--- config.mk ---
export PLATFORM = sky130hd
export DESIGN_NAME = worst_fit_block_allocator_unit
export DESIGN_NICKNAME = d
export VERILOG_FILES = /design/src/rtl/wfba_pkg.sv /design/src/rtl/worst_fit_block_allocator_unit.sv
export SDC_FILE = /design/constraint.sdc
export NUM_CORES = 1
export LEC_CHECK = 0
export ABC_CLOCK_PERIOD_IN_PS = 7700
export BUFFER_PORTS_ARGS = -buffer_cell sky130_fd_sc_hd__clkbuf_2
export CAP_MARGIN = 40
export CORE_UTILIZATION = 55
export CTS_BUF_LIST = sky130_fd_sc_hd__clkbuf_8
export DETAILED_ROUTE_END_ITERATION = 6
export PLACE_DENSITY = 0.7
export RECOVER_POWER = 50
export SLEW_MARGIN = 20
export SYNTH_ARGS = -nofsm -noshare
export SYNTH_HDL_FRONTEND = slang
export SYNTH_SLANG_ARGS = --single-unit
--- constraint.sdc ---
create_clock -name clk -period 7.7 [get_ports clk]
set_input_delay 0 -clock clk [delete_from_list [all_inputs] [get_ports clk]]
set_output_delay 0 -clock clk [all_outputs]
set_load 0.01 [all_outputs]
--- src/rtl/wfba_pkg.sv ---
// Package for the worst-fit block allocator: payload words, sequencer states, codes.
`default_nettype none

package wfba_pkg;

    // Fixed field widths of the channel words
    localparam int unsigned OP_W     = 1;
    localparam int unsigned INDEX_W  = 4;
    localparam int unsigned AMOUNT_W = 16;
    localparam int unsigned CFG_W    = 5;

    // Operation codes
    localparam logic [OP_W-1:0] OP_LOAD  = 1'b0;
    localparam logic [OP_W-1:0] OP_ALLOC = 1'b1;

    // Reset value of the search count register
    localparam logic [CFG_W-1:0] BLOCKS_IN_USE_RST = 5'd16;

    // Input word
    typedef struct packed {
        logic [OP_W-1:0]     op;
        logic [INDEX_W-1:0]  block_index;
        logic [AMOUNT_W-1:0] amount;
    } in_word_t;

    // Result word
    typedef struct packed {
        logic                granted;
        logic [INDEX_W-1:0]  chosen_block;
        logic [AMOUNT_W-1:0] original_size;
        logic [AMOUNT_W-1:0] remaining_size;
    } out_word_t;

    // Sequencer states
    typedef enum logic [2:0] {
        ST_IDLE,
        ST_SCAN,
        ST_LAST,
        ST_FETCH,
        ST_FINISH
    } state_t;

endpackage

`default_nettype wire

--- src/rtl/worst_fit_block_allocator_unit.sv ---
// Worst-fit block allocator: size tables, scan sequencer and result register.
//
//  channel | direction | handshake           | word
//  --------+-----------+---------------------+------------------------------------------
//  in      | input     | in_valid / in_stall | op, block_index, amount
//  out     | output    | out_valid/out_stall | granted, chosen_block, original_size, ...
//  cfg     | input     | cfg_valid/cfg_ready | blocks_in_use (5 bits)
//
// A request scans entries 0 .. N-1 one per cycle through the single read port of the
// free-size memory, N = min(blocks_in_use, MAX_BLOCKS); the memory read port and the one
// comparator set the pace. When N is 0 the request goes straight to the finish state.
// Reset clears the sequencer, the result valid and sets blocks_in_use to 16; the size
// memories are not cleared. While a result waits under out_stall the next word is taken,
// and a request then holds in its last state until the result register is free.
`default_nettype none

module worst_fit_block_allocator_unit
    import wfba_pkg::*;
#(
    parameter int unsigned MAX_BLOCKS = 16,
    parameter int unsigned SIZE_BITS  = 16
) (
    input  wire logic             clk,
    input  wire logic             rst_n,
    // input channel
    input  wire logic             in_valid,
    output logic                  in_stall,
    input  wire in_word_t         in_data,
    // result channel
    output logic                  out_valid,
    input  wire logic             out_stall,
    output out_word_t             out_data,
    // configuration channel
    input  wire logic             cfg_valid,
    output logic                  cfg_ready,
    input  wire logic [CFG_W-1:0] cfg_data
);

    localparam int unsigned IDX_W = $clog2(MAX_BLOCKS);
    localparam int unsigned CNT_W = $clog2(MAX_BLOCKS + 1);

    // Size memories
    logic [SIZE_BITS-1:0] free_mem   [MAX_BLOCKS];
    logic [SIZE_BITS-1:0] loaded_mem [MAX_BLOCKS];

    state_t               state_reg, state_next;
    logic [CNT_W-1:0]     scan_reg, scan_next;
    logic                 cmp_valid_reg, cmp_valid_next;
    logic [IDX_W-1:0]     cmp_idx_reg, cmp_idx_next;
    logic [SIZE_BITS-1:0] amt_reg, amt_next;
    logic                 found_reg, found_next;
    logic [SIZE_BITS-1:0] best_size_reg, best_size_next;
    logic [IDX_W-1:0]     best_idx_reg, best_idx_next;
    logic                 out_valid_reg, out_valid_next;
    out_word_t            out_data_reg, out_data_next;
    logic [CFG_W-1:0]     blocks_reg;

    logic [SIZE_BITS-1:0] free_rd_reg;
    logic [SIZE_BITS-1:0] loaded_rd_reg;

    logic                 free_we;
    logic [IDX_W-1:0]     free_waddr;
    logic [SIZE_BITS-1:0] free_wdata;
    logic                 loaded_we;
    logic [IDX_W-1:0]     load_addr;
    logic [SIZE_BITS-1:0] in_amt;
    logic                 load_in_range;
    logic [CNT_W-1:0]     limit;
    logic [SIZE_BITS-1:0] remain;

    assign in_stall  = (state_reg != ST_IDLE);
    assign out_valid = out_valid_reg;
    assign out_data  = out_data_reg;
    assign cfg_ready = 1'b1;

    // Input decode
    assign in_amt        = SIZE_BITS'(in_data.amount);
    assign load_addr     = IDX_W'(in_data.block_index);
    assign load_in_range = (32'(in_data.block_index) < MAX_BLOCKS);
    assign remain        = best_size_reg - amt_reg;

    // Search count saturates at the table depth
    always_comb
    begin
        if (32'(blocks_reg) >= MAX_BLOCKS)
        begin
            limit = CNT_W'(MAX_BLOCKS);
        end
        else
        begin
            limit = CNT_W'(blocks_reg);
        end
    end

    // Configuration register
    always_ff @(posedge clk or negedge rst_n)
    begin
        if (!rst_n)
        begin
            blocks_reg <= BLOCKS_IN_USE_RST;
        end
        else if (cfg_valid && cfg_ready)
        begin
            blocks_reg <= cfg_data;
        end
    end

    // Memories: one write port each, registered reads
    always_ff @(posedge clk)
    begin
        if (free_we)
        begin
            free_mem[free_waddr] <= free_wdata;
        end
        free_rd_reg <= free_mem[scan_reg[IDX_W-1:0]];
    end

    always_ff @(posedge clk)
    begin
        if (loaded_we)
        begin
            loaded_mem[load_addr] <= in_amt;
        end
        loaded_rd_reg <= loaded_mem[best_idx_reg];
    end

    // Control state
    always_ff @(posedge clk or negedge rst_n)
    begin
        if (!rst_n)
        begin
            state_reg     <= ST_IDLE;
            cmp_valid_reg <= 1'b0;
            out_valid_reg <= 1'b0;
            found_reg     <= 1'b0;
            scan_reg      <= '0;
        end
        else
        begin
            state_reg     <= state_next;
            cmp_valid_reg <= cmp_valid_next;
            out_valid_reg <= out_valid_next;
            found_reg     <= found_next;
            scan_reg      <= scan_next;
        end
    end

    // Payload registers
    always_ff @(posedge clk)
    begin
        cmp_idx_reg   <= cmp_idx_next;
        amt_reg       <= amt_next;
        best_size_reg <= best_size_next;
        best_idx_reg  <= best_idx_next;
        out_data_reg  <= out_data_next;
    end

    // Sequencer, comparator and result build
    always_comb
    begin
        state_next     = state_reg;
        scan_next      = scan_reg;
        cmp_valid_next = 1'b0;
        cmp_idx_next   = cmp_idx_reg;
        amt_next       = amt_reg;
        found_next     = found_reg;
        best_size_next = best_size_reg;
        best_idx_next  = best_idx_reg;
        out_valid_next = out_valid_reg && out_stall;
        out_data_next  = out_data_reg;
        free_we        = 1'b0;
        free_waddr     = load_addr;
        free_wdata     = in_amt;
        loaded_we      = 1'b0;

        // shared compare on the word read last cycle; strict > keeps the lowest index
        if (cmp_valid_reg && (free_rd_reg >= amt_reg)
            && (!found_reg || (free_rd_reg > best_size_reg)))
        begin
            found_next     = 1'b1;
            best_size_next = free_rd_reg;
            best_idx_next  = cmp_idx_reg;
        end

        case (state_reg)
            ST_IDLE:
            begin
                scan_next = '0;
                if (in_valid)
                begin
                    if (in_data.op == OP_LOAD)
                    begin
                        free_we   = load_in_range;
                        loaded_we = load_in_range;
                    end
                    else
                    begin
                        amt_next       = in_amt;
                        found_next     = 1'b0;
                        best_size_next = '0;
                        best_idx_next  = '0;
                        if (limit == '0)
                        begin
                            state_next = ST_FINISH;
                        end
                        else
                        begin
                            state_next = ST_SCAN;
                        end
                    end
                end
            end

            ST_SCAN:
            begin
                cmp_valid_next = 1'b1;
                cmp_idx_next   = scan_reg[IDX_W-1:0];
                if ((scan_reg + CNT_W'(1)) == limit)
                begin
                    state_next = ST_LAST;
                end
                else
                begin
                    scan_next = scan_reg + CNT_W'(1);
                end
            end

            // last entry is compared here
            ST_LAST:
            begin
                state_next = ST_FETCH;
            end

            // loaded size of the winner is read here
            ST_FETCH:
            begin
                state_next = ST_FINISH;
            end

            ST_FINISH:
            begin
                if (!out_valid_reg || !out_stall)
                begin
                    out_valid_next = 1'b1;
                    if (found_reg)
                    begin
                        free_we                      = 1'b1;
                        free_waddr                   = best_idx_reg;
                        free_wdata                   = remain;
                        out_data_next.granted        = 1'b1;
                        out_data_next.chosen_block   = INDEX_W'(best_idx_reg);
                        out_data_next.original_size  = AMOUNT_W'(loaded_rd_reg);
                        out_data_next.remaining_size = AMOUNT_W'(remain);
                    end
                    else
                    begin
                        out_data_next = '0;
                    end
                    state_next = ST_IDLE;
                end
            end

            default:
            begin
                state_next = ST_IDLE;
            end
        endcase
    end

endmodule

`default_nettype wire
==> results.tsv, run 1 <==
metric	value	unit
crit_fanout	28	
postSynthRegisterBits	637	
worstSetupEndpointType	flip-flop	
cts_max_path_buffers	3	
synth_flop_cell	edfxtp_1	
yosys_warnings	0	
wl_per_cell	26.39	um
fp.dieW	217.5	um
clkSlewWorstSetupHoldPaths	60	ps
core-area	45580	um^2
std_cell_rows	78	
portBuffers	69	
worst_pin_slew	2293	ps
die_h	217.5	um
final_cell_mix	569 x edfxtp_1, 158 x mux4_2, 106 x clkbuf_8	
via_per_inst	6.067	
crit_arrival	4500	ps
seqPwrFrac	43.8	%
synth_top_cell_area_share	66.89	%
crit_required	8260	ps
dp_hpwl	38740	um
cts_setup_buffers	0	
min_path_type	input pin to flip-flop	
die_area	47310	um^2
synthesis.nets	1429	
r2r_slack	3760	ps
setup_viol	0	
grt_max_degree	50	
final_common_cell	edfxtp_1	
combPwrFrac	29.9	%
status	finished with violations	
fin_worst_skew	51.51	ps
drv_cap	4	
nNetsFinal	1634	
antenna_found_initial	4	
drc	0	
crit_type	flip-flop to flip-flop	
drive_gt1_share	23.35	%
start_util	56.05	%
grt_pass1_vias	13510	
synth_edf_count	569	
start_kind	flip-flop	
pre_cts_slack	4530	ps
synth_area_leader_cell	edfxtp_1	
internal-power	6.659	mW
synth_area	25540	um^2
synth.distinct_cells	67	
fin_crit	3942	ps
slew_headroom	-52.84	%
syn_avg_cell_area	18.94	um^2
finalHoldViolCount	0	
drtIter0Drc	1381	
p_sw	3.101	mW
routabilityCongestion	0.8713	
leakagePower	9.786	nW
cts_tree	built	
cts_sinks	637	
clock_latency	680	ps
grt_pass1_wl	86910	um
num_io_pins	71	
dr.pass1.iters	6	
grt_usage	25.73	%
synthTopCellsByArea	edfxtp_1 67%, mux4_2 14%, dfxtp_1 4.1%, ha_1 2.4%, dfrtp_1 1.5%	
drt_wl_total	58930	um
worst_slack	3758	ps
cts-root-buf	clkbuf_8	
synthArstFlopShare	2.512	%
cts_buffers	96	
violations	max-capacitance violations, max-slew violations	
peakVddDrop	0.0001954	V
rsz0062_at_grt	no	
max_freq	253.7	MHz
h-tree-depth	3	
gr-total-overflow	0	
ant_nets	0	
areaGrowthSynthToFinish	14.20	%
setup_tns	0	ps
postPlaceCellArea	27060	um^2
switching_share	31.77	%
ys_seq_area_share	72.54	%
post-route-period-util	51.20	%
maxSlewViolCount	133	
power.density	334.6	nW/um^2
clkPwrFrac	26.3	%
vias	13550	
syn_inst	1349	
fin_area	29170	um^2
==> synth_stat cells (2+ instances only) <==
cell type and count:
o211ai_1 4, a32oi_1 2, o31ai_1 28, buf_6 2, a211oi_1 4, mux4_1 2, xor2_1 5, o21a_1 5
nor2_1 47, mux2_2 9, a21oi_1 51, buf_4 3, nand2b_1 4, nand2_1 53, or3_1 2, xnor2_1 7
a2111oi_0 2, nand3_1 8, mux4_2 158, a21o_1 7, buf_2 13, edfxtp_1 569, and4_1 2, a21boi_0 2
and3_1 9, clkbuf_1 43, inv_1 44, nand4_1 28, and2_1 29, a31oi_1 6, o21bai_1 2, nor3_1 19
nor2b_1 6, nor3b_1 4, buf_1 6, o21ai_0 15, dfxtp_1 52, mux2i_1 4, o21ai_1 2, dfrtp_1 15
ha_1 48, o2111ai_1 3
==> per-layer routing <==
metal / wire (um) / global-route usage, % / vias to the layer above
li1: - / - / 5900
met1: 24140 / 36.51 / 6880
met2: 27240 / 38.63 / 656
met3: 5963 / 7.406 / 109
met4: 1566 / 8.498 / 2
met5: 19 / 0 / -
==> timing repair <==
item / CTS / global route
resized for setup: 0 / 0
hold buffers: 35 / 2
endpoints found under the hold margin: 345 / 2
==> power by group through the flow <==
stage	combinational, mW	sequential, mW	clock, mW
2_1_floorplan	2.03	4.22	0
3_3_place_gp	2.73	4.39	0
3_5_place_dp	2.89	4.35	0
4_1_cts	2.92	4.28	2.62
5_1_grt	3.13	4.30	2.77
6_report	2.92	4.28	2.57
==> through the flow <==
| step | utilization, % | hold slack [ps] | std cells | power [mW] |
|---|---|---|---|---|
| 6_report | 64.01 | 32.17 | 2233 | 9.760 |
| 4_1_cts | 64.07 | 18.26 | 2214 | 9.811 |
| 3_5_place_dp | 59.36 | -43.01 | 2003 | 7.236 |
| 5_1_grt | 64.00 | -13.57 | 2232 | 10.20 |
| 2_1_floorplan | - | -295.6 | 1349 | 6.249 |
| 3_3_place_gp | 58.54 | -48.18 | 1978 | 7.116 |
==> worst max-delay path, stage by stage (launching register included) <==
cell and delay, ps:
dfrtp_1 430, clkbuf_1 990, inv_1 640, a211oi_1 420, o21ai_0 240, a211oi_4 610
buf_6 240, o31ai_1 90, a21oi_1 160
==> final cells by class <==
| cell class | count | area, um^2 |
|---|---|---|
| multi-input cells | 601 | 6618 |
| well taps | 600 | 750.7 |
| clock inverters | 70 | 334.1 |
| diodes | 1 | 2.502 |
| clock buffers | 106 | 1459 |
| flip-flops and latches | 637 | 18540 |
| inverters | 44 | 165.2 |
| fillers | 3090 | 16400 |
| repair buffers | 174 | 1305 |
==> logic make-up (layout without fill, tap and decap cells) <==
| group | Yosys count | after routing | share of synthesized area, % |
|---|---|---|---|
| buffers and inverters | 111 | 394 | 1.798 |
| adders and majority gates | 49 | 49 | 2.429 |
| xor gates and xnor gates | 13 | 13 | 0.4751 |
| other | 1 | 2 | 0.01468 |
| DFF | 637 | 637 | 72.54 |
| muxes | 173 | 173 | 14.69 |
| and+or+nand+nor | 220 | 220 | 4.394 |
| AOI/OAI and AO/OA | 145 | 145 | 3.664 |
==> final timing paths <==
| kind | startpoint | to | depth (start not counted) |
|---|---|---|---|
| worst max-delay path | found_reg$_DFF_PN0_ | best_idx_reg[0]$_DFF_P_ | 8 |
| worst min-delay path | in_data[17] | loaded_mem[8][3]$_DFFE_PP_ | 2 |
| worst max register to register | found_reg$_DFF_PN0_ | best_idx_reg[0]$_DFF_P_ | 8 |
| worst min register to register | best_size_reg[5]$_DFF_P_ | best_size_reg[5]$_DFF_P_ | 2 |
| max in group asynchronous | rst_n | scan_reg[1]$_DFFE_PN0P_ | 4 |
| min in group asynchronous | rst_n | blocks_reg[4]$_DFFE_PN1P_ | 3 |
No activity file was read; power rests on OpenSTA's default activity.
==> inputs of run 2 (changes only) <==
Settings changed: ABC_CLOCK_PERIOD_IN_PS 7700 to 3600, PLACE_DENSITY 0.7 to 0.72.
Clock period 7.7 ns to 3.6 ns, I/O delays scaled along.
==> run 2 against run 1 <==
- worst setup slack lost 3400 ps
- count of clock-buffer cells in the layout shrank 3
- sequential share of layout area shrank 0.16 points
- critical path type unchanged
- the flow still finishes with violations (max-capacitance violations, max-slew violations)
- via count grew 1.1%
==> results.tsv, run 2 (synthesis gave the netlist of run 1 again) <==
metric	value	unit	change
antenna_found_initial	2		-2
crit_path_start	scan_reg[1]$_DFFE_PN0P_		
nNetsFinal	1652		+1.1%
grt_usage	25.07	%	-0.66 points
portBuffers	69		unchanged
grt_pass1_wl	86150	um	-0.87%
h-tree-depth	3		unchanged
die_area	47310	um^2	unchanged
power	20.84	mW	+110%
fp.dieW	217.5	um	unchanged
reg2regPathDepth	7		-1
r2r_slack	370	ps	-3390 ps
clkSlewWorstSetupHoldPaths	60	ps	about the same
dr.pass1.iters	5		-1
die_h	217.5	um	unchanged
routabilityCongestion	0.9181		+5.4%
via_per_inst	6.063		about the same
fin_worst_skew	32.03	ps	-19.49 ps
start_kind	flip-flop		
drv_cap	2		-2
crit_arrival	3810	ps	-690 ps
violations	max-capacitance violations, max-slew violations		
worstSetupEndpointType	flip-flop		
combPwrFrac	28.1	%	-1.8 points
crit_required	4180	ps	-4080 ps
finalHoldViolCount	0		unchanged
grt_busiest_layer	met2		
peakVddDrop	0.0004597	V	+140%
reg2reg_to	scan_reg[4]$_DFFE_PN0P_		
grt_pass1_vias	13860		+2.5%
seqPwrFrac	44.6	%	+0.8 points
drtIter0Drc	1465		+6.1%
leakagePower	9.842	nW	+0.57%
final_common_cell	edfxtp_1		
p_sw	6.515	mW	+110%
cts_tree	built		
met2_usage	39.33	%	+0.70 points
crit_type	flip-flop to flip-flop		
grt_max_degree	49		-2.0%
fin_crit	3231	ps	-710.7 ps
post-route-period-util	89.76	%	+39 points
drive_gt1_share	24.38	%	+1.0 points
switching_share	31.26	%	-0.51 points
clock_latency	690	ps	about the same
use_met3	4.268	%	-3.1 points
setup_tns	0	ps	unchanged
cts_buffers	100		+4.2%
gr-usage-met1	36.08	%	-0.44 points
core-area	45580	um^2	unchanged
slew_headroom	-3.308	%	+50 points
gr-total-overflow	0		unchanged
cts_setup_buffers	0		unchanged
clkPwrFrac	27.3	%	+1.0 points
dp_hpwl	36430	um	-6.0%
rr_startpoint	scan_reg[1]$_DFFE_PN0P_		
rsz0062_at_grt	no		
endpoint	scan_reg[4]$_DFFE_PN0P_		
maxSlewViolCount	59		-56%
internal-power	14.33	mW	+120%
cts-root-buf	clkbuf_8		
crit_fanout	21		-25%
hold_depth	4		+2
drc	0		unchanged
path_common_cell	o21ai_0		
status	finished with violations		
final_cell_mix	569 x edfxtp_1, 158 x mux4_2, 103 x clkbuf_8		
worst_pin_slew	1547	ps	-745.1 ps
wl_per_cell	25.20	um	-4.5%
min_path_type	input pin to flip-flop		
cts_max_path_buffers	3		unchanged
setup_viol	0		unchanged
post-route-util	64.16	%	+0.15 points
areaGrowthSynthToFinish	14.47	%	
crit_chain	ha_1 > nor4b_1 > a31oi_1 > o21ai_0 > nand2_1 > o21ai_0 > mux2_2		
cts_sinks	637		unchanged
start_util	56.05	%	unchanged
std_cell_rows	78		unchanged
vias	13690		+1.1%
num_io_pins	71		unchanged
ant_nets	0		unchanged
power.density	712.8	nW/um^2	+110%
max_stage_delay	1050	ps	+60 ps
drt_wl_total	56890	um	-3.4%
max_freq	309.5	MHz	+22%
slowest_stage	dfrtp_1		
[run 2: changes by cell type in the layout (fill, tap and decap cells not counted), sizes merged]
cell,previous run,this run
clkbuf,196,195
dlygate4sd3,37,38
clkinvlp,1,3
clkinv,32,45
buf,47,58
bufinv,1,3
inv,80,77
[run 2: how the worst min path moves through the flow]
stage | from | endpoint | slack [ps]
after global routing | out_stall | out_valid$_DFF_PN0_ | 130
after detailed placement | rst_n | out_valid$_DFF_PN0_ | -40
final | out_stall | out_valid$_DFF_PN0_ | 120
after floorplan | rst_n | blocks_reg[0]$_DFFE_PN0P_ | -300
after global placement | rst_n | blocks_reg[3]$_DFFE_PN0P_ | -40
after CTS | out_stall | out_valid$_DFF_PN0_ | 110
[run 2: per-stage QoR]
step                      hold slack (ps)  worst slack [ps]  instance area (um^2)  std cells
after floorplan                    -295.6             442.2                 25540       1349
after global placement             -43.87             859.2                 27130       2029
after detailed placement           -38.11             746.9                 27140       2030
after CTS                           114.2             656.3                 29390       2255
after global routing                128.6             233.6                 29240       2258
final                               117.9             368.5                 29240       2258
[run 2: timing repair]
item                                   4_1_cts  5_1_grt
endpoints found under the hold margin      372        0
hold buffers                                38        0
gates resized for setup                      0        0
[run 2: critical path, delay by kind of cell, from the launching register on]
family                     cells  cell delay [ps]
and+or+nand+nor                2              420
adders and majority gates      1              420
AOI/OAI and AO/OA              3              810
DFF                            1             1050
muxes                          1              400
[run 2: cell type report]
class | count | area [um^2]
Clock buffer | 103 | 1418
Timing Repair Buffer | 188 | 1277
Fill cell | 3101 | 16340
Sequential cell | 637 | 18530
Clock inverter | 84 | 460.4
Tap cell | 600 | 750.7
Inverter | 44 | 165.2
Antenna cell | 1 | 2.502
Multi-Input combinational cell | 601 | 6633
[run 2: power groups by stage]
stage                     registers [mW]  clock network (mW)  logic (mW)
after global placement              9.45                   0        5.63
final                               9.29                5.68        5.86
after global routing                9.35                6.13        6.33
after CTS                           9.32                5.80        5.82
after detailed placement            9.48                   0        5.75
after floorplan                     9.03                   0        4.33
[run 2: routing by layer]
layer / up-vias / wire, um
met5: - / 0
met4: 0 / 1372
met3: 105 / 4254
met2: 606 / 27570
met1: 7035 / 23690
li1: 5945 / -
